### config.mk
export PLATFORM = sky130hd
export DESIGN_NAME = detection_row_decoder_core_flat
export DESIGN_NICKNAME = d
export VERILOG_FILES = /design/src/hdl/drd_pkg.sv /design/src/hdl/drd_req_if.sv /design/src/hdl/drd_rsp_if.sv /design/src/hdl/drd_csr_if.sv /design/src/hdl/drd_row_decode.sv /design/src/hdl/detection_row_decoder_core.sv /design/src/flat_wrapper.sv
export SDC_FILE = /design/constraint.sdc
export NUM_CORES = 1
export LEC_CHECK = 0
export ABC_CLOCK_PERIOD_IN_PS = 6590
export BUFFER_PORTS_ARGS = -buffer_cell sky130_fd_sc_hd__buf_2
export CAP_MARGIN = 10
export CORE_MARGIN = 3
export CORE_UTILIZATION = 61
export CTS_BUF_LIST = sky130_fd_sc_hd__clkbuf_2
export DETAILED_ROUTE_END_ITERATION = 10
export PLACE_DENSITY = 0.82
export SYNTH_ARGS = -nofsm -noshare
export SYNTH_HDL_FRONTEND = slang
export SYNTH_SLANG_ARGS = --single-unit
### constraint.sdc
create_clock -name clock -period 6.59 [get_ports clock]
set_clock_uncertainty 0.2 [all_clocks]
set_input_delay 0.659 -clock clock [delete_from_list [all_inputs] [get_ports clock]]
set_output_delay 0.659 -clock clock [all_outputs]
set_load 0.01 [all_outputs]
### src/hdl/drd_pkg.sv
// ----------------------------------------------------------------------------
// drd_pkg
// Shared types, register codes and arithmetic helpers of the row decoder.
// ----------------------------------------------------------------------------
package drd_pkg;

   localparam int ELEMENT_WIDTH   = 32;
   localparam int COORD_WIDTH     = 16;
   localparam int OBJ_WIDTH       = 31;
   localparam int CLASS_WIDTH     = 8;
   localparam int THRESHOLD_WIDTH = 17;
   localparam int INDEX_WIDTH     = 9;
   localparam int CSR_ADDR_WIDTH  = 2;
   localparam int CSR_DATA_WIDTH  = 17;

   localparam logic [THRESHOLD_WIDTH-1:0] CONF_THRESHOLD_RESET = 17'd32768;
   localparam logic [CLASS_WIDTH-1:0]     NUM_CLASSES_RESET    = 8'd80;

   // Position of each field within a row; class scores start at ROW_HEAD.
   localparam logic [INDEX_WIDTH-1:0] FIELD_CENTER_X  = 9'd0;
   localparam logic [INDEX_WIDTH-1:0] FIELD_CENTER_Y  = 9'd1;
   localparam logic [INDEX_WIDTH-1:0] FIELD_WIDTH     = 9'd2;
   localparam logic [INDEX_WIDTH-1:0] FIELD_HEIGHT    = 9'd3;
   localparam logic [INDEX_WIDTH-1:0] FIELD_OBJECT    = 9'd4;
   localparam logic [INDEX_WIDTH-1:0] ROW_HEAD        = 9'd5;

   typedef enum logic [CSR_ADDR_WIDTH-1:0] {
      CSR_CONF_THRESHOLD = 2'd0,
      CSR_NUM_CLASSES    = 2'd1
   } csr_index_type;

   typedef struct packed {
      logic signed [COORD_WIDTH-1:0] box_left;
      logic signed [COORD_WIDTH-1:0] box_top;
      logic signed [COORD_WIDTH-1:0] box_width;
      logic signed [COORD_WIDTH-1:0] box_height;
      logic [OBJ_WIDTH-1:0]          objectness;
      logic [CLASS_WIDTH-1:0]        class_id;
      logic                          class_found;
   } box_type;

   typedef struct packed {
      logic row_end;   // current element closes the row
      logic emit;      // and the row produces a box
   } row_status_type;

   // Q15.16 to integer, rounding toward zero.
   function automatic logic signed [COORD_WIDTH-1:0] trunc_q16(
      input logic signed [ELEMENT_WIDTH-1:0] q);
      logic signed [COORD_WIDTH-1:0] t;
      t = q[31:16];
      if (q[31] && (|q[15:0])) begin
         t = t + 16'sd1;
      end
      return t;
   endfunction

   // center - size/2 with the halving toward zero, saturated to 16 bits.
   function automatic logic signed [COORD_WIDTH-1:0] corner(
      input logic signed [COORD_WIDTH-1:0] center,
      input logic signed [COORD_WIDTH-1:0] size);
      logic signed [COORD_WIDTH:0]   half;
      logic signed [COORD_WIDTH+1:0] diff;
      logic signed [COORD_WIDTH-1:0] res;
      half = ($signed({size[15], size}) + $signed({16'b0, size[15]})) >>> 1;
      diff = $signed({{2{center[15]}}, center}) - $signed({half[16], half});
      if (diff > 18'sd32767) begin
         res = 16'sh7FFF;
      end else if (diff < -18'sd32768) begin
         res = 16'sh8000;
      end else begin
         res = diff[15:0];
      end
      return res;
   endfunction

endpackage

### src/hdl/drd_req_if.sv
// ----------------------------------------------------------------------------
// drd_req_if
// Element stream channel: one signed Q15.16 tensor element per transfer.
// ----------------------------------------------------------------------------
interface drd_req_if;
   logic                                        valid;
   logic                                        ready;
   logic signed [drd_pkg::ELEMENT_WIDTH-1:0]    element_value;

   modport source (output valid, output element_value, input ready);
   modport sink   (input valid, input element_value, output ready);
endinterface

### src/hdl/drd_rsp_if.sv
// ----------------------------------------------------------------------------
// drd_rsp_if
// Box result channel: one decoded detection per transfer.
// ----------------------------------------------------------------------------
interface drd_rsp_if;
   logic                                     valid;
   logic                                     ready;
   logic signed [drd_pkg::COORD_WIDTH-1:0]   box_left;
   logic signed [drd_pkg::COORD_WIDTH-1:0]   box_top;
   logic signed [drd_pkg::COORD_WIDTH-1:0]   box_width;
   logic signed [drd_pkg::COORD_WIDTH-1:0]   box_height;
   logic [drd_pkg::OBJ_WIDTH-1:0]            objectness;
   logic [drd_pkg::CLASS_WIDTH-1:0]          class_id;
   logic                                     class_found;

   modport source (output valid, output box_left, output box_top, output box_width,
                   output box_height, output objectness, output class_id,
                   output class_found, input ready);
   modport sink   (input valid, input box_left, input box_top, input box_width,
                   input box_height, input objectness, input class_id,
                   input class_found, output ready);
endinterface

### src/hdl/drd_csr_if.sv
// ----------------------------------------------------------------------------
// drd_csr_if
// Register write channel: register index and write data per transfer.
// ----------------------------------------------------------------------------
interface drd_csr_if;
   logic                                  valid;
   logic                                  ready;
   logic [drd_pkg::CSR_ADDR_WIDTH-1:0]    index;
   logic [drd_pkg::CSR_DATA_WIDTH-1:0]    data;

   modport source (output valid, output index, output data, input ready);
   modport sink   (input valid, input index, input data, output ready);
endinterface

### src/hdl/drd_row_decode.sv
// ----------------------------------------------------------------------------
// drd_row_decode
// Row state: captures box fields, running class argmax, box assembly at row end.
// ----------------------------------------------------------------------------
module drd_row_decode (
   input  logic                                     clock,
   input  logic                                     reset,
   input  logic                                     step,
   input  logic signed [drd_pkg::ELEMENT_WIDTH-1:0] element,
   input  logic [drd_pkg::CLASS_WIDTH-1:0]          num_classes,
   input  logic [drd_pkg::THRESHOLD_WIDTH-1:0]      conf_threshold,
   output drd_pkg::row_status_type                  status,
   output drd_pkg::box_type                         box
);

   logic [drd_pkg::INDEX_WIDTH-1:0]          idx_ff, idx_in;
   logic signed [drd_pkg::COORD_WIDTH-1:0]   cx_ff, cx_in;
   logic signed [drd_pkg::COORD_WIDTH-1:0]   cy_ff, cy_in;
   logic signed [drd_pkg::COORD_WIDTH-1:0]   w_ff, w_in;
   logic signed [drd_pkg::COORD_WIDTH-1:0]   h_ff, h_in;
   logic signed [drd_pkg::ELEMENT_WIDTH-1:0] obj_ff, obj_in;
   logic signed [drd_pkg::ELEMENT_WIDTH-1:0] best_ff, best_in;
   logic [drd_pkg::CLASS_WIDTH-1:0]          best_class_ff, best_class_in;
   logic                                     best_valid_ff, best_valid_in;

   logic [drd_pkg::INDEX_WIDTH-1:0]          last_idx;
   logic [drd_pkg::INDEX_WIDTH-1:0]          class_idx;
   logic                                     better;
   logic                                     row_end;

   // Row values as they stand after the current element is folded in.
   logic signed [drd_pkg::ELEMENT_WIDTH-1:0] cur_obj;
   logic [drd_pkg::CLASS_WIDTH-1:0]          cur_class;
   logic                                     cur_valid;

   assign last_idx  = (drd_pkg::FIELD_OBJECT) + {1'b0, num_classes};
   assign class_idx = idx_ff - drd_pkg::ROW_HEAD;
   assign better    = (idx_ff >= drd_pkg::ROW_HEAD) && (element > best_ff);
   assign row_end   = (idx_ff >= drd_pkg::FIELD_OBJECT) && (idx_ff >= last_idx);

   assign cur_obj   = (idx_ff == drd_pkg::FIELD_OBJECT) ? element : obj_ff;
   assign cur_class = better ? class_idx[drd_pkg::CLASS_WIDTH-1:0] : best_class_ff;
   assign cur_valid = better | best_valid_ff;

   // Signed objectness against the unsigned Q16 threshold, in 33 bits.
   assign status.row_end = row_end;
   assign status.emit    = row_end &&
      ($signed({cur_obj[31], cur_obj}) > $signed({16'b0, conf_threshold}));

   assign box.box_left    = drd_pkg::corner(cx_ff, w_ff);
   assign box.box_top     = drd_pkg::corner(cy_ff, h_ff);
   assign box.box_width   = w_ff;
   assign box.box_height  = h_ff;
   assign box.objectness  = cur_obj[drd_pkg::OBJ_WIDTH-1:0];
   assign box.class_id    = cur_valid ? cur_class : '0;
   assign box.class_found = cur_valid;

   always_comb begin
      idx_in        = idx_ff;
      cx_in         = cx_ff;
      cy_in         = cy_ff;
      w_in          = w_ff;
      h_in          = h_ff;
      obj_in        = obj_ff;
      best_in       = best_ff;
      best_class_in = best_class_ff;
      best_valid_in = best_valid_ff;
      if (step) begin
         if (row_end) begin
            idx_in        = '0;
            cx_in         = '0;
            cy_in         = '0;
            w_in          = '0;
            h_in          = '0;
            obj_in        = '0;
            best_in       = '0;
            best_class_in = '0;
            best_valid_in = 1'b0;
         end else begin
            idx_in = idx_ff + 9'd1;
            unique case (idx_ff)
               drd_pkg::FIELD_CENTER_X: cx_in  = drd_pkg::trunc_q16(element);
               drd_pkg::FIELD_CENTER_Y: cy_in  = drd_pkg::trunc_q16(element);
               drd_pkg::FIELD_WIDTH:    w_in   = drd_pkg::trunc_q16(element);
               drd_pkg::FIELD_HEIGHT:   h_in   = drd_pkg::trunc_q16(element);
               drd_pkg::FIELD_OBJECT:   obj_in = element;
               default: begin
                  if (better) begin
                     best_in       = element;
                     best_class_in = cur_class;
                     best_valid_in = 1'b1;
                  end
               end
            endcase
         end
      end
   end

   always_ff @(posedge clock) begin
      if (reset) begin
         idx_ff        <= '0;
         cx_ff         <= '0;
         cy_ff         <= '0;
         w_ff          <= '0;
         h_ff          <= '0;
         obj_ff        <= '0;
         best_ff       <= '0;
         best_class_ff <= '0;
         best_valid_ff <= 1'b0;
      end else begin
         idx_ff        <= idx_in;
         cx_ff         <= cx_in;
         cy_ff         <= cy_in;
         w_ff          <= w_in;
         h_ff          <= h_in;
         obj_ff        <= obj_in;
         best_ff       <= best_in;
         best_class_ff <= best_class_in;
         best_valid_ff <= best_valid_in;
      end
   end

endmodule

### src/hdl/detection_row_decoder_core.sv
// ----------------------------------------------------------------------------
// detection_row_decoder_core
// Streams detector output elements and emits one box per row above threshold.
// ----------------------------------------------------------------------------
//  channel      dir  payload                                       per transfer
//  req_stream   in   element_value (Q15.16, signed 32)             one element
//  rsp_stream   out  box_left/top/width/height, objectness,        one box
//                    class_id, class_found
//  csr_write    in   index (0 conf_threshold, 1 num_classes), data one register
//
//  One element per cycle sustained unless a row-closing element stalls. An
//  element sits in the input register, then updates the row state; a
//  row-closing element writes the box register at that same edge, which
//  drives rsp_stream.valid. Only a row-closing element waits on a full box
//  register; all others pass regardless of rsp_stream.ready. Synchronous reset
//  clears the row state and both staging valid flags, and sets conf_threshold
//  to 0.5 and num_classes to 80.
// ----------------------------------------------------------------------------
module detection_row_decoder_core (
   input  logic       clock,
   input  logic       reset,
   drd_req_if.sink    req_stream,
   drd_rsp_if.source  rsp_stream,
   drd_csr_if.sink    csr_write
);

   // Configuration registers.
   logic [drd_pkg::THRESHOLD_WIDTH-1:0]      conf_threshold_ff, conf_threshold_in;
   logic [drd_pkg::CLASS_WIDTH-1:0]          num_classes_ff, num_classes_in;

   // Input register.
   logic                                     in_valid_ff, in_valid_in;
   logic signed [drd_pkg::ELEMENT_WIDTH-1:0] in_value_ff, in_value_in;

   // Box register.
   logic                                     rsp_valid_ff, rsp_valid_in;
   drd_pkg::box_type                         rsp_box_ff, rsp_box_in;

   drd_pkg::row_status_type                  status;
   drd_pkg::box_type                         row_box;
   logic                                     step;
   logic                                     req_xfer;
   logic                                     csr_xfer;

   // The held element advances unless it closes a row while the box register
   // is still occupied and not being drained this cycle.
   assign step     = in_valid_ff &&
                     (!status.row_end || !rsp_valid_ff || rsp_stream.ready);
   assign req_stream.ready = !in_valid_ff || step;
   assign req_xfer = req_stream.valid && req_stream.ready;

   // Register writes are always taken; unknown indexes are dropped.
   assign csr_write.ready = 1'b1;
   assign csr_xfer = csr_write.valid && csr_write.ready;

   drd_row_decode u_row (
      .clock          (clock),
      .reset          (reset),
      .step           (step),
      .element        (in_value_ff),
      .num_classes    (num_classes_ff),
      .conf_threshold (conf_threshold_ff),
      .status         (status),
      .box            (row_box)
   );

   always_comb begin
      conf_threshold_in = conf_threshold_ff;
      num_classes_in    = num_classes_ff;
      if (csr_xfer) begin
         unique case (drd_pkg::csr_index_type'(csr_write.index))
            drd_pkg::CSR_CONF_THRESHOLD: conf_threshold_in = csr_write.data;
            drd_pkg::CSR_NUM_CLASSES:
               num_classes_in = csr_write.data[drd_pkg::CLASS_WIDTH-1:0];
            default: ;
         endcase
      end
   end

   always_comb begin
      in_valid_in = in_valid_ff;
      in_value_in = in_value_ff;
      if (req_xfer) begin
         in_valid_in = 1'b1;
         in_value_in = req_stream.element_value;
      end else if (step) begin
         in_valid_in = 1'b0;
      end
   end

   // A new box may load in the same cycle the old one transfers out.
   always_comb begin
      rsp_valid_in = rsp_valid_ff;
      rsp_box_in   = rsp_box_ff;
      if (step && status.emit) begin
         rsp_valid_in = 1'b1;
         rsp_box_in   = row_box;
      end else if (rsp_stream.ready) begin
         rsp_valid_in = 1'b0;
      end
   end

   always_ff @(posedge clock) begin
      if (reset) begin
         conf_threshold_ff <= drd_pkg::CONF_THRESHOLD_RESET;
         num_classes_ff    <= drd_pkg::NUM_CLASSES_RESET;
         in_valid_ff       <= 1'b0;
         rsp_valid_ff      <= 1'b0;
      end else begin
         conf_threshold_ff <= conf_threshold_in;
         num_classes_ff    <= num_classes_in;
         in_valid_ff       <= in_valid_in;
         rsp_valid_ff      <= rsp_valid_in;
      end
   end

   // Payload registers carry no reset.
   always_ff @(posedge clock) begin
      in_value_ff <= in_value_in;
      rsp_box_ff  <= rsp_box_in;
   end

   assign rsp_stream.valid       = rsp_valid_ff;
   assign rsp_stream.box_left    = rsp_box_ff.box_left;
   assign rsp_stream.box_top     = rsp_box_ff.box_top;
   assign rsp_stream.box_width   = rsp_box_ff.box_width;
   assign rsp_stream.box_height  = rsp_box_ff.box_height;
   assign rsp_stream.objectness  = rsp_box_ff.objectness;
   assign rsp_stream.class_id    = rsp_box_ff.class_id;
   assign rsp_stream.class_found = rsp_box_ff.class_found;

endmodule

### src/flat_wrapper.sv
// flat-port wrapper written by rule: the top's interface ports become plain ports
module detection_row_decoder_core_flat 
  (clock, reset, req_stream_valid, req_stream_element_value, req_stream_ready, rsp_stream_valid, rsp_stream_box_left, rsp_stream_box_top, rsp_stream_box_width, rsp_stream_box_height, rsp_stream_objectness, rsp_stream_class_id, rsp_stream_class_found, rsp_stream_ready, csr_write_valid, csr_write_index, csr_write_data, csr_write_ready);
  drd_req_if req_stream_i ();
  drd_rsp_if rsp_stream_i ();
  drd_csr_if csr_write_i ();
  input  logic clock;
  input  logic reset;
  input wire logic [$bits(req_stream_i.valid)-1:0] req_stream_valid;
  input wire logic [$bits(req_stream_i.element_value)-1:0] req_stream_element_value;
  output wire logic [$bits(req_stream_i.ready)-1:0] req_stream_ready;
  output wire logic [$bits(rsp_stream_i.valid)-1:0] rsp_stream_valid;
  output wire logic [$bits(rsp_stream_i.box_left)-1:0] rsp_stream_box_left;
  output wire logic [$bits(rsp_stream_i.box_top)-1:0] rsp_stream_box_top;
  output wire logic [$bits(rsp_stream_i.box_width)-1:0] rsp_stream_box_width;
  output wire logic [$bits(rsp_stream_i.box_height)-1:0] rsp_stream_box_height;
  output wire logic [$bits(rsp_stream_i.objectness)-1:0] rsp_stream_objectness;
  output wire logic [$bits(rsp_stream_i.class_id)-1:0] rsp_stream_class_id;
  output wire logic [$bits(rsp_stream_i.class_found)-1:0] rsp_stream_class_found;
  input wire logic [$bits(rsp_stream_i.ready)-1:0] rsp_stream_ready;
  input wire logic [$bits(csr_write_i.valid)-1:0] csr_write_valid;
  input wire logic [$bits(csr_write_i.index)-1:0] csr_write_index;
  input wire logic [$bits(csr_write_i.data)-1:0] csr_write_data;
  output wire logic [$bits(csr_write_i.ready)-1:0] csr_write_ready;
  assign req_stream_i.valid = req_stream_valid;
  assign req_stream_i.element_value = req_stream_element_value;
  assign req_stream_ready = req_stream_i.ready;
  assign rsp_stream_valid = rsp_stream_i.valid;
  assign rsp_stream_box_left = rsp_stream_i.box_left;
  assign rsp_stream_box_top = rsp_stream_i.box_top;
  assign rsp_stream_box_width = rsp_stream_i.box_width;
  assign rsp_stream_box_height = rsp_stream_i.box_height;
  assign rsp_stream_objectness = rsp_stream_i.objectness;
  assign rsp_stream_class_id = rsp_stream_i.class_id;
  assign rsp_stream_class_found = rsp_stream_i.class_found;
  assign rsp_stream_i.ready = rsp_stream_ready;
  assign csr_write_i.valid = csr_write_valid;
  assign csr_write_i.index = csr_write_index;
  assign csr_write_i.data = csr_write_data;
  assign csr_write_ready = csr_write_i.ready;
  detection_row_decoder_core u_core (.clock(clock), .reset(reset), .req_stream(req_stream_i), .rsp_stream(rsp_stream_i), .csr_write(csr_write_i));
endmodule
Word level (Yosys, flattened, before mapping)
Index checks and enable logic that the tools add are counted.
- latch bits: 0
- output and inout port bits: 107
- memories kept: 0
- RAM bits: 0
- input bits: 56
- bits in read-only memories: 0
- register bits after elaboration: 309
- logic and storage cells: 104
- bitwise gates (word level): 1
- mux-type cells: 28
- div/mod/pow operators: 0
- shift operators: 0
- multiply operators: 0
- equal/unequal tests: 6
- order comparisons: 9
- add/subtract/negate cells: 8
- reduce and logical (&&, ||, !) cells: 31
- operators with widths (kind ; number):
    $mux 16 ; 11
    $mux 32 ; 5
    $add 16x2->17 ; 2
    $gt 17x16->1 const B ; 2
    $lt 17x16->1 const B ; 2
    $sub 16x16->17 ; 2
    $gt 32x18->1 ; 1
    $gt 32x32->1 ; 1
    $mux 8 ; 4
    $eq 9x2->1 const B ; 2
    $ge 9x3->1 const B ; 2
    $add 16x2->16 const B ; 1
    $reduce_or 16->1 ; 1
    $reduce_bool 2->1 ; 7
    $reduce_and 2->1 ; 6
    $add 3x8->9 const A ; 1
    $add 9x1->9 const B ; 1
    $eq 9x1->1 const B ; 1
    $eq 9x3->1 const B ; 1
    $ge 9x9->1 ; 1
    $logic_not 9->1 ; 1
    $mux 9 ; 1
    $sub 8x3->8 const B ; 1
    $logic_and 1x1->1 ; 7
    9 further kinds ; 19

Depth between registers and ports, before layout
Gate-level depths: netlist (run 1).
- depth in word-level cells: 10
- mapped depth: 16
- gate-level depth less buffers: 15

Hierarchy
A second synthesis (run 1) with hierarchy kept.
- cell total of the unflattened synthesis: 1476
- area, all modules: 15320.9 µm²
- by module, submodules not included (module ; seq. area each (µm²) ; area an instance (µm²) ; cells an instance ; times used):
    drd_row_decode ; 2922.8 ; 10048.4 ; 1220 ; 1
    detection_row_decoder_core ; 4624.4 ; 5272.6 ; 256 ; 1

Least setup slack after synthesis (run 1)
No wires, ideal clock.
- kind: register -> register
- from: register u_core.u_row.idx_ff[3] in the netlist's numbering
- to: register u_core.rsp_box_ff (netlist bit u_core.rsp_stream.box_height[0]) (enable)
- data required time: 5.914 ns
- buffers on the path: 2
- cell stages (with the launch flop): 12
- clock period less this slack: 5.850 ns
- setup time: 0.476 ns
- arrival time: 5.174 ns
- setup slack: 0.740 ns
- cells stage by stage: dfxtp_1 clkbuf_1 nor4_2 nand4_1 clkbuf_1 mux2_2 ha_1 and4_1 nand4_1 o22ai_1 a221oi_1 and3_1
- RTL lines (what ; RTL line ; RTL):
    start: declaration ; drd_row_decode.sv:16 ; logic [drd_pkg::INDEX_WIDTH-1:0] idx_ff, idx_in;
    start signal: assignment ; drd_row_decode.sv:111 ; idx_ff <= idx_in;
    end signal: assignment ; detection_row_decoder_core.sv:120 ; rsp_box_ff <= rsp_box_in;
    end: declaration ; detection_row_decoder_core.sv:37 ; drd_pkg::box_type rsp_box_ff, rsp_box_in;

==> results of run 1 <==
==> metrics by stage <==
| stage | cells | utilization (%) |
|---|---|---|
| 5_1_grt | 2073 | 72.2 |
| 2_1_floorplan | 1474 | - |
| 3_3_place_gp | 1891 | 67.4 |
| 3_5_place_dp | 1891 | 67.4 |
| 4_1_cts | 2072 | 72.2 |
| 6_report | 2073 | 72.2 |
==> final cells by class <==
type	instances	area (um2)	area share [%]
antenna	1	2.50	0.0145
inverter	86	323	1.88
clock inverter	13	51.3	0.298
tap	319	399	2.32
clock buffer	118	591	3.43
timing repair buffer	221	1400	8.11
multi-input combinational	1006	6900	40.1
sequential	309	7550	43.9
==> path summary, 6_finish.rpt <==
check                               start                                to  slack (ps)
min reg2reg  u_core.conf_threshold_ff[10]      u_core.conf_threshold_ff[10]         260
min                    csr_write_index[1]       u_core.conf_threshold_ff[3]          70
max reg2reg        u_core.u_row.idx_ff[3]  u_core.rsp_stream.box_height[11]        1370
max                u_core.u_row.idx_ff[3]  u_core.rsp_stream.box_height[11]        1370
==> report_power, final <==
part / internal [mW] / leakage, nW / total, mW / switching (mW)
Clock: 0.466 / 0.518 / 1.20 / 0.734
Sequential: 2.05 / 2.72 / 2.09 / 0.0478
Combinational: 0.176 / 3.71 / 0.424 / 0.248
==> layout by cell type (no fill, tap or decap), drive strengths merged, types with 5 or more instances in the layout <==
cell,count
dfxtp,173
a21o,16
o21a,7
buf,171
a22oi,33
edfxtp,136
dlygate4sd3,50
nor2b,8
or3,7
o211ai,5
nand2,134
or4,9
a22o,39
xnor2,41
nand4,24
clkinv,12
nand3,82
inv,87
mux2,32
xor2,42
and3,19
ha,97
nor4,16
nor2,95
mux2i,16
and2,14
o22a,21
clkbuf,118
nor3,23
a21oi,116
a31oi,7
nand2b,8
o21ai,39
==> routing by layer <==
layer	vias up	track usage, %	part of all wire, %	wire [um]
met3	99	4.98	6.4	2330
met4	0	12.3	3.5	1270
li1	5841	-	-	-
met5	-	0	0	0
met2	476	47.1	50	18200
met1	5749	34.0	40	14800
==> worst max-delay path: stages, from the launching register on <==
cell                        delay (ps)
sky130_fd_sc_hd__dfxtp_1           430
sky130_fd_sc_hd__nor4_2            460
sky130_fd_sc_hd__nand4_1           910
sky130_fd_sc_hd__mux2_2            650
sky130_fd_sc_hd__ha_1              340
sky130_fd_sc_hd__nand2_1            80
sky130_fd_sc_hd__nor3_1            270
sky130_fd_sc_hd__o2111ai_1         170
sky130_fd_sc_hd__o211ai_1          210
sky130_fd_sc_hd__and3_4            810
sky130_fd_sc_hd__buf_12            320
==> logic make-up (layout without fill, tap and decap cells) <==
logic type | after synthesis | in the layout | share of synthesized area, %
AOI/OAI and AO/OA | 322 | 322 | 14.3
xor gates and xnor gates | 83 | 83 | 4.84
adders and majority gates | 101 | 101 | 8.49
buffers and inverters | 159 | 438 | 4.08
DFF | 309 | 309 | 50.3
muxes | 48 | 48 | 3.52
other | 1 | 2 | 0.0250
and+or+nand+nor | 451 | 451 | 14.4
==> sequential cells by signal, summed over array words and instances, names as in the netlist, 9 cells and up <==
register / flops
u_core.u_row.w_ff: 16
u_core.rsp_stream.box_height: 16
u_core.u_row.obj_ff: 32
u_core.rsp_stream.box_width: 16
u_core.u_row.best_ff: 32
u_core.in_value_ff: 32
u_core.rsp_stream.box_top: 16
u_core.rsp_stream.box_left: 16
u_core.conf_threshold_ff: 17
u_core.u_row.cx_ff: 16
u_core.u_row.h_ff: 16
u_core.u_row.idx_ff: 9
u_core.u_row.cy_ff: 16
u_core.rsp_stream.objectness: 31
==> repair_timing <==
action	CTS	global route
hold endpoints to repair	58	0
hold buffers	50	0
resized for setup	0	0
==> flow_summary.html, run 1 <==
<table>
<tr><th>Metric</th><th>Value</th></tr>
<tr><th colspan="2">Yosys</th></tr>
<tr><td>Most frequently used cell type in the post-synthesis netlist</td><td>sky130_fd_sc_hd__dfxtp_1</td></tr>
<tr><td>Number of enable-type register cells in the synthesized netlist</td><td>136</td></tr>
<tr><td>Post-synthesis cell type with the largest combined area</td><td>sky130_fd_sc_hd__edfxtp_1</td></tr>
<tr><td>Netlist Area Pre-Place</td><td>0.0150 mm2</td></tr>
<tr><td>Flop and latch count out of synthesis</td><td>309</td></tr>
<tr><td>Yosys synthesis warning count</td><td>0</td></tr>
<tr><td>Top cells by area in the synthesized netlist</td><td>sky130_fd_sc_hd__edfxtp_1, sky130_fd_sc_hd__dfxtp_1, sky130_fd_sc_hd__ha_1</td></tr>
<tr><td>Count of unique library cells instantiated by Yosys</td><td>69</td></tr>
<tr><td>Ranking of synthesized cells by instance count</td><td>sky130_fd_sc_hd__dfxtp_1, sky130_fd_sc_hd__edfxtp_1, sky130_fd_sc_hd__nand2_1, sky130_fd_sc_hd__a21oi_1, sky130_fd_sc_hd__ha_1</td></tr>
<tr><td>Synthesized instance count</td><td>1474</td></tr>
<tr><td>Syn Nets</td><td>1629</td></tr>
<tr><td>Ys async rst share</td><td>0%</td></tr>
<tr><td>Sequential cell area fraction in the yosys report</td><td>50.3%</td></tr>
<tr><td>Area share of the largest cell type after synthesis</td><td>27.2%</td></tr>
<tr><td>Average cell area after synthesis</td><td>10.2 um2</td></tr>
<tr><td>Leading register cell type out of synthesis</td><td>sky130_fd_sc_hd__dfxtp_1</td></tr>
<tr><th colspan="2">Global routing</th></tr>
<tr><td>Total grt overflow</td><td>0</td></tr>
<tr><td>Wire length of the first global-routing pass</td><td>59000 um</td></tr>
<tr><td>Via count of the first global-routing pass</td><td>11906</td></tr>
<tr><td>Maximum number of pins on one net before global-route repair</td><td>76</td></tr>
<tr><td>Global-route total usage across every layer</td><td>27.5%</td></tr>
<tr><td>Initial antenna violation count</td><td>1</td></tr>
<tr><th colspan="2">Timing</th></tr>
<tr><td>Min cycle time layout</td><td>5220 ps</td></tr>
<tr><td>Sum Neg Setup Slack</td><td>0 ps</td></tr>
<tr><td>Final period util</td><td>79.2%</td></tr>
<tr><td>Final setup vio count</td><td>0</td></tr>
<tr><td>PnR worst setup slack</td><td>1370 ps</td></tr>
<tr><td>Pin slew with the least headroom to its limit</td><td>1200 ps</td></tr>
<tr><td>Number of max-slew violations in the final report</td><td>0</td></tr>
<tr><td>RSZ-0062 raised after global routing</td><td>false</td></tr>
<tr><td>Hold violation count in the final report</td><td>0</td></tr>
<tr><td>Slew margin rel.</td><td>19.7%</td></tr>
<tr><td>Final hold slack</td><td>70.1 ps</td></tr>
<tr><td>Timing-limited maximum frequency</td><td>192 MHz</td></tr>
<tr><th colspan="2">Final layout</th></tr>
<tr><td>Ratio of cells with drive above 1 in the final layout</td><td>19.3%</td></tr>
<tr><td>Total Nets Final</td><td>1854</td></tr>
<tr><td>Synthesis-to-finish area growth</td><td>14.7%</td></tr>
<tr><td>Fillers</td><td>1778</td></tr>
<tr><td>Finished Cell Area</td><td>0.0172 mm2</td></tr>
<tr><th colspan="2">Flow run</th></tr>
<tr><td>Maxcap violations</td><td>0</td></tr>
<tr><th colspan="2">Worst setup path</th></tr>
<tr><td>Worst endpoint data arrival time</td><td>5460 ps</td></tr>
<tr><td>Maximum fanout along the worst path</td><td>58</td></tr>
<tr><td>Launching element type of the critical path</td><td>flop</td></tr>
<tr><td>Crit end category</td><td>flop</td></tr>
<tr><td>Crit path required time</td><td>6830 ps</td></tr>
<tr><td>Number of cells on the worst reg-to-reg path</td><td>10</td></tr>
<tr><td>Start-to-end type of the worst setup path</td><td>reg -&gt; reg</td></tr>
<tr><th colspan="2">Min path</th></tr>
<tr><td>Hold WC Path Type</td><td>in -&gt; reg</td></tr>
<tr><td>Number of cells on the worst hold path</td><td>4</td></tr>
<tr><th colspan="2">Route</th></tr>
<tr><td>Total DRC errors in the routed layout</td><td>0</td></tr>
<tr><td>DR vias</td><td>12165</td></tr>
<tr><td>Number of nets with antenna violations after detailed routing</td><td>0</td></tr>
<tr><td>Number of iterations in the first detailed-routing pass</td><td>5</td></tr>
<tr><td>Number of DRC markers in iteration 0</td><td>990</td></tr>
<tr><td>Average detailed-routed wire length per instance</td><td>17.6 um</td></tr>
<tr><td>Aggregate routed wire length</td><td>36600 um</td></tr>
<tr><td>DR vias/cell</td><td>5.87</td></tr>
<tr><th colspan="2">CTS</th></tr>
<tr><td>Setup Buffers After CTS</td><td>0</td></tr>
<tr><td>Buffer depth of the longest clock path</td><td>3</td></tr>
<tr><td>Clock transition time at the flip-flop clock pins of the worst setup and hold paths</td><td>110 ps</td></tr>
<tr><td>Clock H-tree levels</td><td>3</td></tr>
<tr><td>TritonCTS Sinks</td><td>309</td></tr>
<tr><td>Total clock buffers created by CTS</td><td>75</td></tr>
<tr><td>Root buffer selected by CTS</td><td>sky130_fd_sc_hd__clkbuf_2</td></tr>
<tr><td>CTS tree</td><td>yes</td></tr>
<tr><td>Clk_lat worst skew</td><td>830 ps</td></tr>
<tr><th colspan="2">Pwr</th></tr>
<tr><td>Final total power</td><td>3.72 mW</td></tr>
<tr><td>Power density of the placed cells</td><td>216 mW/mm2</td></tr>
<tr><td>Maximum vdd drop</td><td>0.000224 V</td></tr>
<tr><td>Lkg Pwr</td><td>6.95 nW</td></tr>
<tr><th colspan="2">Floorplanning</th></tr>
<tr><td>Height of the die</td><td>163 um</td></tr>
<tr><td>Full die area</td><td>0.0265 mm2</td></tr>
<tr><td>Placeable core region</td><td>0.0238 mm2</td></tr>
<tr><td>Die X</td><td>163 um</td></tr>
<tr><td>Initial core utilization</td><td>63.0%</td></tr>
<tr><td>Number of rows created at floorplan</td><td>56</td></tr>
<tr><td>I/O Pins</td><td>163</td></tr>
<tr><th colspan="2">Place</th></tr>
<tr><td>Placed instance area</td><td>0.0161 mm2</td></tr>
<tr><td>Detailed placer's ending HPWL</td><td>25000 um</td></tr>
<tr><td>Worst slack at placement</td><td>1420 ps</td></tr>
<tr><td>Routability cong.</td><td>0.916</td></tr>
<tr><td>Count of buffers inserted at the top-level ports</td><td>161</td></tr>
<tr><th colspan="2">Run status</th></tr>
<tr><td>Run status</td><td>complete, no violations</td></tr>
</table>
(Power assumes the default switching activity.)
==> run 2, diff against run 1 <==
Settings changed: ABC_CLOCK_PERIOD_IN_PS 6590 to 4700, CORE_UTILIZATION 61 to 55, PLACE_DENSITY 0.82 to 0.78.
Clock period 6.59 ns to 4.7 ns, I/O delays scaled along.
==> run 2 against run 1 <==
Compared with the run above: clock power grew 55%; register-to-register slack worse by 960 ps; core utilization down 5.4 points; final cell count rose by 2.9%; critical endpoint is now u_core.rsp_stream.box_left[1]; largest power group unchanged.
==> flow_summary.html, run 2 (synthesized netlist as in run 1, its figures left out) <==
<table>
<tr><th>Metric</th><th>Value</th></tr>
<tr><th colspan="2">Worst setup path</th></tr>
<tr><td>Crit path required time</td><td>5160 ps</td></tr>
<tr><td>Start-to-end type of the worst setup path</td><td>reg -&gt; reg</td></tr>
<tr><td>Crit end category</td><td>flop</td></tr>
<tr><td>Critical-path cell list</td><td>nand3_1 &gt; nor2_1 &gt; and3_1 &gt; and3_1 &gt; and2_1 &gt; nand4_1 &gt; xor2_1 &gt; ha_1 &gt; a21oi_1 &gt; o21ai_0 &gt; a31o_2 &gt; or4_1 &gt; nand3_1 &gt; nand3_1 &gt; a21oi_1</td></tr>
<tr><td>Worst endpoint data arrival time</td><td>4750 ps</td></tr>
<tr><td>Slowest cell on the critical path</td><td>sky130_fd_sc_hd__or4_1</td></tr>
<tr><td>Launching element type of the critical path</td><td>flop</td></tr>
<tr><td>Worst R2R Setup Slack</td><td>410 ps</td></tr>
<tr><td>Maximum fanout along the worst path</td><td>14</td></tr>
<tr><td>Stage delay of the slowest cell on the critical path</td><td>460 ps</td></tr>
<tr><td>Cell occurring most often along the worst timing path</td><td>sky130_fd_sc_hd__nand3_1</td></tr>
<tr><th colspan="2">Timing</th></tr>
<tr><td>Pin slew with the least headroom to its limit</td><td>1130 ps</td></tr>
<tr><td>Sum Neg Setup Slack</td><td>0 ps</td></tr>
<tr><td>Number of max-slew violations in the final report</td><td>0</td></tr>
<tr><td>Slew margin rel.</td><td>23.9%</td></tr>
<tr><td>RSZ-0062 raised after global routing</td><td>false</td></tr>
<tr><td>PnR worst setup slack</td><td>409 ps</td></tr>
<tr><td>Hold violation count in the final report</td><td>0</td></tr>
<tr><td>Timing-limited maximum frequency</td><td>233 MHz</td></tr>
<tr><td>Final period util</td><td>91.3%</td></tr>
<tr><td>Min cycle time layout</td><td>4290 ps</td></tr>
<tr><td>Final setup vio count</td><td>0</td></tr>
<tr><th colspan="2">Run status</th></tr>
<tr><td>Run status</td><td>complete, no violations</td></tr>
<tr><th colspan="2">Route</th></tr>
<tr><td>Number of iterations in the first detailed-routing pass</td><td>5</td></tr>
<tr><td>Total DRC errors in the routed layout</td><td>0</td></tr>
<tr><td>DR vias</td><td>12263</td></tr>
<tr><td>Number of DRC markers in iteration 0</td><td>848</td></tr>
<tr><td>DR vias/cell</td><td>5.75</td></tr>
<tr><td>Aggregate routed wire length</td><td>38100 um</td></tr>
<tr><td>Average detailed-routed wire length per instance</td><td>17.8 um</td></tr>
<tr><td>Number of nets with antenna violations after detailed routing</td><td>0</td></tr>
<tr><th colspan="2">CTS</th></tr>
<tr><td>Clk_lat worst skew</td><td>890 ps</td></tr>
<tr><td>TritonCTS Sinks</td><td>309</td></tr>
<tr><td>Root buffer selected by CTS</td><td>sky130_fd_sc_hd__clkbuf_2</td></tr>
<tr><td>Clock transition time at the flip-flop clock pins of the worst setup and hold paths</td><td>100 ps</td></tr>
<tr><td>CTS tree</td><td>yes</td></tr>
<tr><td>Buffer depth of the longest clock path</td><td>3</td></tr>
<tr><td>Clock H-tree levels</td><td>3</td></tr>
<tr><td>Setup Buffers After CTS</td><td>0</td></tr>
<tr><td>Total clock buffers created by CTS</td><td>76</td></tr>
<tr><th colspan="2">Final layout</th></tr>
<tr><td>Commonest cells after routing, fill and taps aside</td><td>sky130_fd_sc_hd__dfxtp_1, sky130_fd_sc_hd__buf_2, sky130_fd_sc_hd__edfxtp_1</td></tr>
<tr><td>Registers with the highest flip-flop counts</td><td>u_core.in_value_ff x32, u_core.u_row.best_ff x32, u_core.u_row.obj_ff x32</td></tr>
<tr><td>Core Util, Final</td><td>66.9%</td></tr>
<tr><td>Ratio of cells with drive above 1 in the final layout</td><td>20.0%</td></tr>
<tr><td>Total Nets Final</td><td>1891</td></tr>
<tr><td>Most frequent standard cell in the layout excluding fill and tap cells</td><td>sky130_fd_sc_hd__dfxtp_1</td></tr>
<tr><td>Synthesis-to-finish area growth</td><td>17.7%</td></tr>
<tr><td>Finished Cell Area</td><td>0.0177 mm2</td></tr>
<tr><th colspan="2">Floorplanning</th></tr>
<tr><td>Height of the die</td><td>171 um</td></tr>
<tr><td>I/O Pins</td><td>163</td></tr>
<tr><td>Placeable core region</td><td>0.0264 mm2</td></tr>
<tr><td>Full die area</td><td>0.0293 mm2</td></tr>
<tr><td>Die X</td><td>171 um</td></tr>
<tr><td>Number of rows created at floorplan</td><td>59</td></tr>
<tr><td>Initial core utilization</td><td>56.8%</td></tr>
<tr><th colspan="2">Global routing</th></tr>
<tr><td>Maximum number of pins on one net before global-route repair</td><td>87</td></tr>
<tr><td>Initial antenna violation count</td><td>1</td></tr>
<tr><td>Global-route total usage across every layer</td><td>25.5%</td></tr>
<tr><td>Total grt overflow</td><td>0</td></tr>
<tr><td>Wire length of the first global-routing pass</td><td>60100 um</td></tr>
<tr><td>Via count of the first global-routing pass</td><td>11994</td></tr>
<tr><th colspan="2">Place</th></tr>
<tr><td>Detailed placer's ending HPWL</td><td>26000 um</td></tr>
<tr><td>Worst slack at placement</td><td>454 ps</td></tr>
<tr><td>Routability cong.</td><td>0.937</td></tr>
<tr><td>Placed instance area</td><td>0.0162 mm2</td></tr>
<tr><td>Count of buffers inserted at the top-level ports</td><td>161</td></tr>
<tr><th colspan="2">Flow run</th></tr>
<tr><td>Maxcap violations</td><td>0</td></tr>
<tr><th colspan="2">Min path</th></tr>
<tr><td>Hold WC Path Type</td><td>in -&gt; reg</td></tr>
<tr><th colspan="2">Pwr</th></tr>
<tr><td>Final total power</td><td>5.42 mW</td></tr>
<tr><td>Power density of the placed cells</td><td>307 mW/mm2</td></tr>
<tr><td>Lkg Pwr</td><td>7.18 nW</td></tr>
<tr><td>Maximum vdd drop</td><td>0.000218 V</td></tr>
</table>
run 2: cell count changes in the layout (fill, tap and decap cells not counted), sizes merged:
cell         change
clkbuf           +5
bufinv           +2
buf             +13
clkinv           +1
inv              +1
dlygate4sd3     +23
run 2: layout make-up:
cell class | count | area [um2]
clock inverters | 17 | 119
inverters | 86 | 323
well taps | 335 | 419
fillers | 2144 | 8760
multi-input cells | 1006 | 6910
flip-flops and latches | 309 | 7550
repair buffers | 257 | 1740
diodes | 1 | 2.50
clock buffers | 123 | 616
run 2: metal layers:
layer / routed length, um / share of wire [%] / track usage, %
met1: 16400 / 43 / 32.2
met2: 18600 / 49 / 43.9
met3: 2180 / 5.7 / 4.67
met4: 950 / 2.5 / 9.17
met5: 0 / 0 / 0
run 2: worst paths after layout:
check	from	end	cells past startpoint
worst max register to register	u_core.u_row.w_ff[1]	u_core.rsp_stream.box_left[1]	15
worst max-delay path	u_core.u_row.w_ff[1]	u_core.rsp_stream.box_left[1]	15
worst min register to register	u_core.conf_threshold_ff[4]	u_core.conf_threshold_ff[4]	2
worst min-delay path	req_stream_element_value[26]	u_core.in_value_ff[26]	2
run 2: timing repair:
action	in CTS	in global routing
hold buffers	73	0
gates resized for setup	0	1
setup endpoints to repair	0	1
endpoints found under the hold margin	86	0
run 2: per-stage QoR:
stage	hold slack [ps]	cells
after global placement	246	1920
after CTS	13.0	2133
after detailed placement	248	1920
after global routing	57.0	2134
final	105	2134
after floorplan	230	1474
run 2: critical path, delay by kind of cell, from the launching register on:
kind,cells,cell delay [ps]
AOI/OAI and AO/OA,4,850
DFF,1,400
adders and majority gates,1,350
and+or+nand+nor,9,2130
xor gates and xnor gates,1,170
run 2: power breakdown:
group	switching (mW)	total (mW)	internal [mW]
clock network	1.07	1.86	0.793
registers	0.0628	2.93	2.87
logic	0.360	0.624	0.264
==> run 3, diff against run 2 <==
Settings changed: ABC_CLOCK_PERIOD_IN_PS 4700 to 5000, CORE_UTILIZATION 55 to 65, PLACE_DENSITY 0.78 to 0.87.
Clock period 4.7 ns to 5 ns, I/O delays scaled along.
==> run 3 against run 2 <==
Compared with the run above: clock power down 6%; final cell count down 3.8%; wire length down 0.25%; sequential power down 6%; hold slack better by 29 ps; sequential cell count unchanged; count of clock-buffer cells in the layout down 8; setup slack better by 290 ps; highest routed layer unchanged; die area down 15%; via count up 2.2%; non-clock buffer count down 26; register-to-register slack better by 290 ps.
==> flow_summary.html, run 3 (synthesized netlist as in run 1, its figures left out) <==
<table>
<tr><th>Metric</th><th>Value</th></tr>
<tr><th colspan="2">Pwr</th></tr>
<tr><td>Maximum vdd drop</td><td>0.000244 V</td></tr>
<tr><td>Power density of the placed cells</td><td>292 mW/mm2</td></tr>
<tr><td>Lkg Pwr</td><td>7.05 nW</td></tr>
<tr><th colspan="2">Route</th></tr>
<tr><td>DR vias/cell</td><td>6.11</td></tr>
<tr><td>Number of DRC markers in iteration 0</td><td>1195</td></tr>
<tr><td>Average detailed-routed wire length per instance</td><td>18.5 um</td></tr>
<tr><td>Total DRC errors in the routed layout</td><td>0</td></tr>
<tr><td>Aggregate routed wire length</td><td>38000 um</td></tr>
<tr><td>Number of nets with antenna violations after detailed routing</td><td>0</td></tr>
<tr><td>DR vias</td><td>12534</td></tr>
<tr><td>Number of iterations in the first detailed-routing pass</td><td>7</td></tr>
<tr><th colspan="2">Floorplanning</th></tr>
<tr><td>Full die area</td><td>0.0249 mm2</td></tr>
<tr><td>Initial core utilization</td><td>67.5%</td></tr>
<tr><td>Die X</td><td>158 um</td></tr>
<tr><td>I/O Pins</td><td>163</td></tr>
<tr><td>Height of the die</td><td>158 um</td></tr>
<tr><td>Number of rows created at floorplan</td><td>54</td></tr>
<tr><td>Placeable core region</td><td>0.0222 mm2</td></tr>
<tr><th colspan="2">Worst setup path</th></tr>
<tr><td>Cell family with the largest share of critical-path delay</td><td>buffers and inverters</td></tr>
<tr><td>Combined buffer and inverter count along the critical path</td><td>3</td></tr>
<tr><td>Crit end category</td><td>flop</td></tr>
<tr><td>Worst endpoint data arrival time</td><td>4620 ps</td></tr>
<tr><td>Stage delay of the slowest cell on the critical path</td><td>460 ps</td></tr>
<tr><td>Critical-path cell list</td><td>inv_1 &gt; ha_1 &gt; nand4_1 &gt; buf_4 &gt; mux2_2 &gt; ha_1 &gt; nand2_1 &gt; nor3_1 &gt; o2111ai_1 &gt; o211ai_1 &gt; and3_4 &gt; buf_12</td></tr>
<tr><td>Slowest cell on the critical path</td><td>sky130_fd_sc_hd__dfxtp_1</td></tr>
<tr><td>Maximum fanout along the worst path</td><td>39</td></tr>
<tr><td>Cell occurring most often along the worst timing path</td><td>sky130_fd_sc_hd__ha_1</td></tr>
<tr><td>Crit path required time</td><td>5320 ps</td></tr>
<tr><td>Start-to-end type of the worst setup path</td><td>reg -&gt; reg</td></tr>
<tr><td>Launching element type of the critical path</td><td>flop</td></tr>
<tr><th colspan="2">Global routing</th></tr>
<tr><td>Initial antenna violation count</td><td>1</td></tr>
<tr><td>Global-route total usage across every layer</td><td>30.1%</td></tr>
<tr><td>Via count of the first global-routing pass</td><td>11969</td></tr>
<tr><td>Total grt overflow</td><td>0</td></tr>
<tr><td>Maximum number of pins on one net before global-route repair</td><td>74</td></tr>
<tr><td>Wire length of the first global-routing pass</td><td>60200 um</td></tr>
<tr><th colspan="2">CTS</th></tr>
<tr><td>Clk_lat worst skew</td><td>870 ps</td></tr>
<tr><td>Clock H-tree levels</td><td>3</td></tr>
<tr><td>Buffer depth of the longest clock path</td><td>3</td></tr>
<tr><td>Post-CTS sizing</td><td>0</td></tr>
<tr><td>Total clock buffers created by CTS</td><td>76</td></tr>
<tr><td>TritonCTS Sinks</td><td>309</td></tr>
<tr><td>CTS tree</td><td>yes</td></tr>
<tr><td>Root buffer selected by CTS</td><td>sky130_fd_sc_hd__clkbuf_2</td></tr>
<tr><td>Clock transition time at the flip-flop clock pins of the worst setup and hold paths</td><td>170 ps</td></tr>
<tr><th colspan="2">Timing</th></tr>
<tr><td>Pin slew with the least headroom to its limit</td><td>1110 ps</td></tr>
<tr><td>Timing-limited maximum frequency</td><td>232 MHz</td></tr>
<tr><td>Min cycle time layout</td><td>4300 ps</td></tr>
<tr><td>Number of max-slew violations in the final report</td><td>0</td></tr>
<tr><td>Final hold slack</td><td>135 ps</td></tr>
<tr><td>RSZ-0062 raised after global routing</td><td>false</td></tr>
<tr><td>PnR worst setup slack</td><td>698 ps</td></tr>
<tr><td>Slew margin rel.</td><td>25.4%</td></tr>
<tr><td>Hold violation count in the final report</td><td>0</td></tr>
<tr><td>Final period util</td><td>86.0%</td></tr>
<tr><td>Sum Neg Setup Slack</td><td>0 ps</td></tr>
<tr><td>Final setup vio count</td><td>0</td></tr>
<tr><th colspan="2">Final layout</th></tr>
<tr><td>Ratio of cells with drive above 1 in the final layout</td><td>19.5%</td></tr>
<tr><td>Synthesis-to-finish area growth</td><td>15.8%</td></tr>
<tr><td>Core Util, Final</td><td>78.1%</td></tr>
<tr><td>Commonest cells after routing, fill and taps aside</td><td>sky130_fd_sc_hd__dfxtp_1, sky130_fd_sc_hd__buf_2, sky130_fd_sc_hd__edfxtp_1</td></tr>
<tr><td>Final Non-Filler Cells</td><td>2053</td></tr>
<tr><td>Most frequent standard cell in the layout excluding fill and tap cells</td><td>sky130_fd_sc_hd__dfxtp_1</td></tr>
<tr><td>Registers with the highest flip-flop counts</td><td>u_core.in_value_ff x32, u_core.u_row.best_ff x32, u_core.u_row.obj_ff x32</td></tr>
<tr><td>Total Nets Final</td><td>1865</td></tr>
<tr><th colspan="2">Run status</th></tr>
<tr><td>Run status</td><td>complete, no violations</td></tr>
<tr><th colspan="2">Flow run</th></tr>
<tr><td>Maxcap violations</td><td>0</td></tr>
<tr><th colspan="2">Place</th></tr>
<tr><td>Detailed placer's ending HPWL</td><td>25400 um</td></tr>
<tr><td>Routability cong.</td><td>0.942</td></tr>
<tr><td>Post-Place Cells</td><td>1857</td></tr>
<tr><td>Worst slack at placement</td><td>785 ps</td></tr>
<tr><td>Count of buffers inserted at the top-level ports</td><td>161</td></tr>
<tr><th colspan="2">Min path</th></tr>
<tr><td>Hold WC Path Type</td><td>in -&gt; reg</td></tr>
</table>
## run 3: cell types whose count changed in the layout (fill, tap and decap cells not counted), sizes merged
cell / before / now
buf: 184 / 176
clkinv: 13 / 19
dlygate4sd3: 73 / 55
inv: 88 / 90
clkbuf: 123 / 115
## run 3: final cells by class
cell class              instances  area (um2)
diodes                          1        2.50
flip-flops and latches        309        7550
clock inverters                25         150
fillers                      1457        4860
inverters                      86         323
repair buffers                231        1520
well taps                     280         350
multi-input cells            1006        6900
clock buffers                 115         576
## run 3: worst register-to-register path, cell delays in order (launching register included)
cell                        delay (ps)
sky130_fd_sc_hd__dfxtp_1           460
sky130_fd_sc_hd__inv_1             210
sky130_fd_sc_hd__ha_1              310
sky130_fd_sc_hd__nand4_1           110
sky130_fd_sc_hd__buf_4             430
sky130_fd_sc_hd__mux2_2            460
sky130_fd_sc_hd__ha_1              360
sky130_fd_sc_hd__nand2_1            90
sky130_fd_sc_hd__nor3_1            290
sky130_fd_sc_hd__o2111ai_1         190
sky130_fd_sc_hd__o211ai_1          210
sky130_fd_sc_hd__and3_4            390
sky130_fd_sc_hd__buf_12            280
## run 3: path summary, 6_finish.rpt
kind              cells after the start  slack [ps]                         start                         endpoint
hold / removal                        2         130  req_stream_element_value[22]           u_core.in_value_ff[22]
hold reg to reg                       2         260  u_core.conf_threshold_ff[13]     u_core.conf_threshold_ff[13]
setup / recovery                     12         700        u_core.u_row.idx_ff[0]  u_core.rsp_stream.box_height[6]
setup reg to reg                     12         700        u_core.u_row.idx_ff[0]  u_core.rsp_stream.box_height[6]
## run 3: report_power, final
group,switching [mW],internal (mW)
Clock,1.02,0.718
Sequential,0.0634,2.70
Combinational,0.327,0.240
## run 3: timing repair
item	CTS	global route
hold buffers	55	0
setup buffers	0	0
hold endpoints to repair	106	0
## run 3: layer usage
layer,part of all wire (%),up-vias,global-route usage [%]
met5,0,-,0
met1,40,5968,37.1
met4,3.3,0,13.1
met2,50,592,52.4
li1,-,5873,-
met3,7.0,101,4.84
## run 3: through the flow
stage / area (um2) / power [mW]
6_report: 17400 / 5.07
5_1_grt: 17400 / 5.28
4_1_cts: 17400 / 5.05
3_5_place_dp: 16100 / 3.34
3_3_place_gp: 16100 / 3.31
2_1_floorplan: 15000 / 3.18
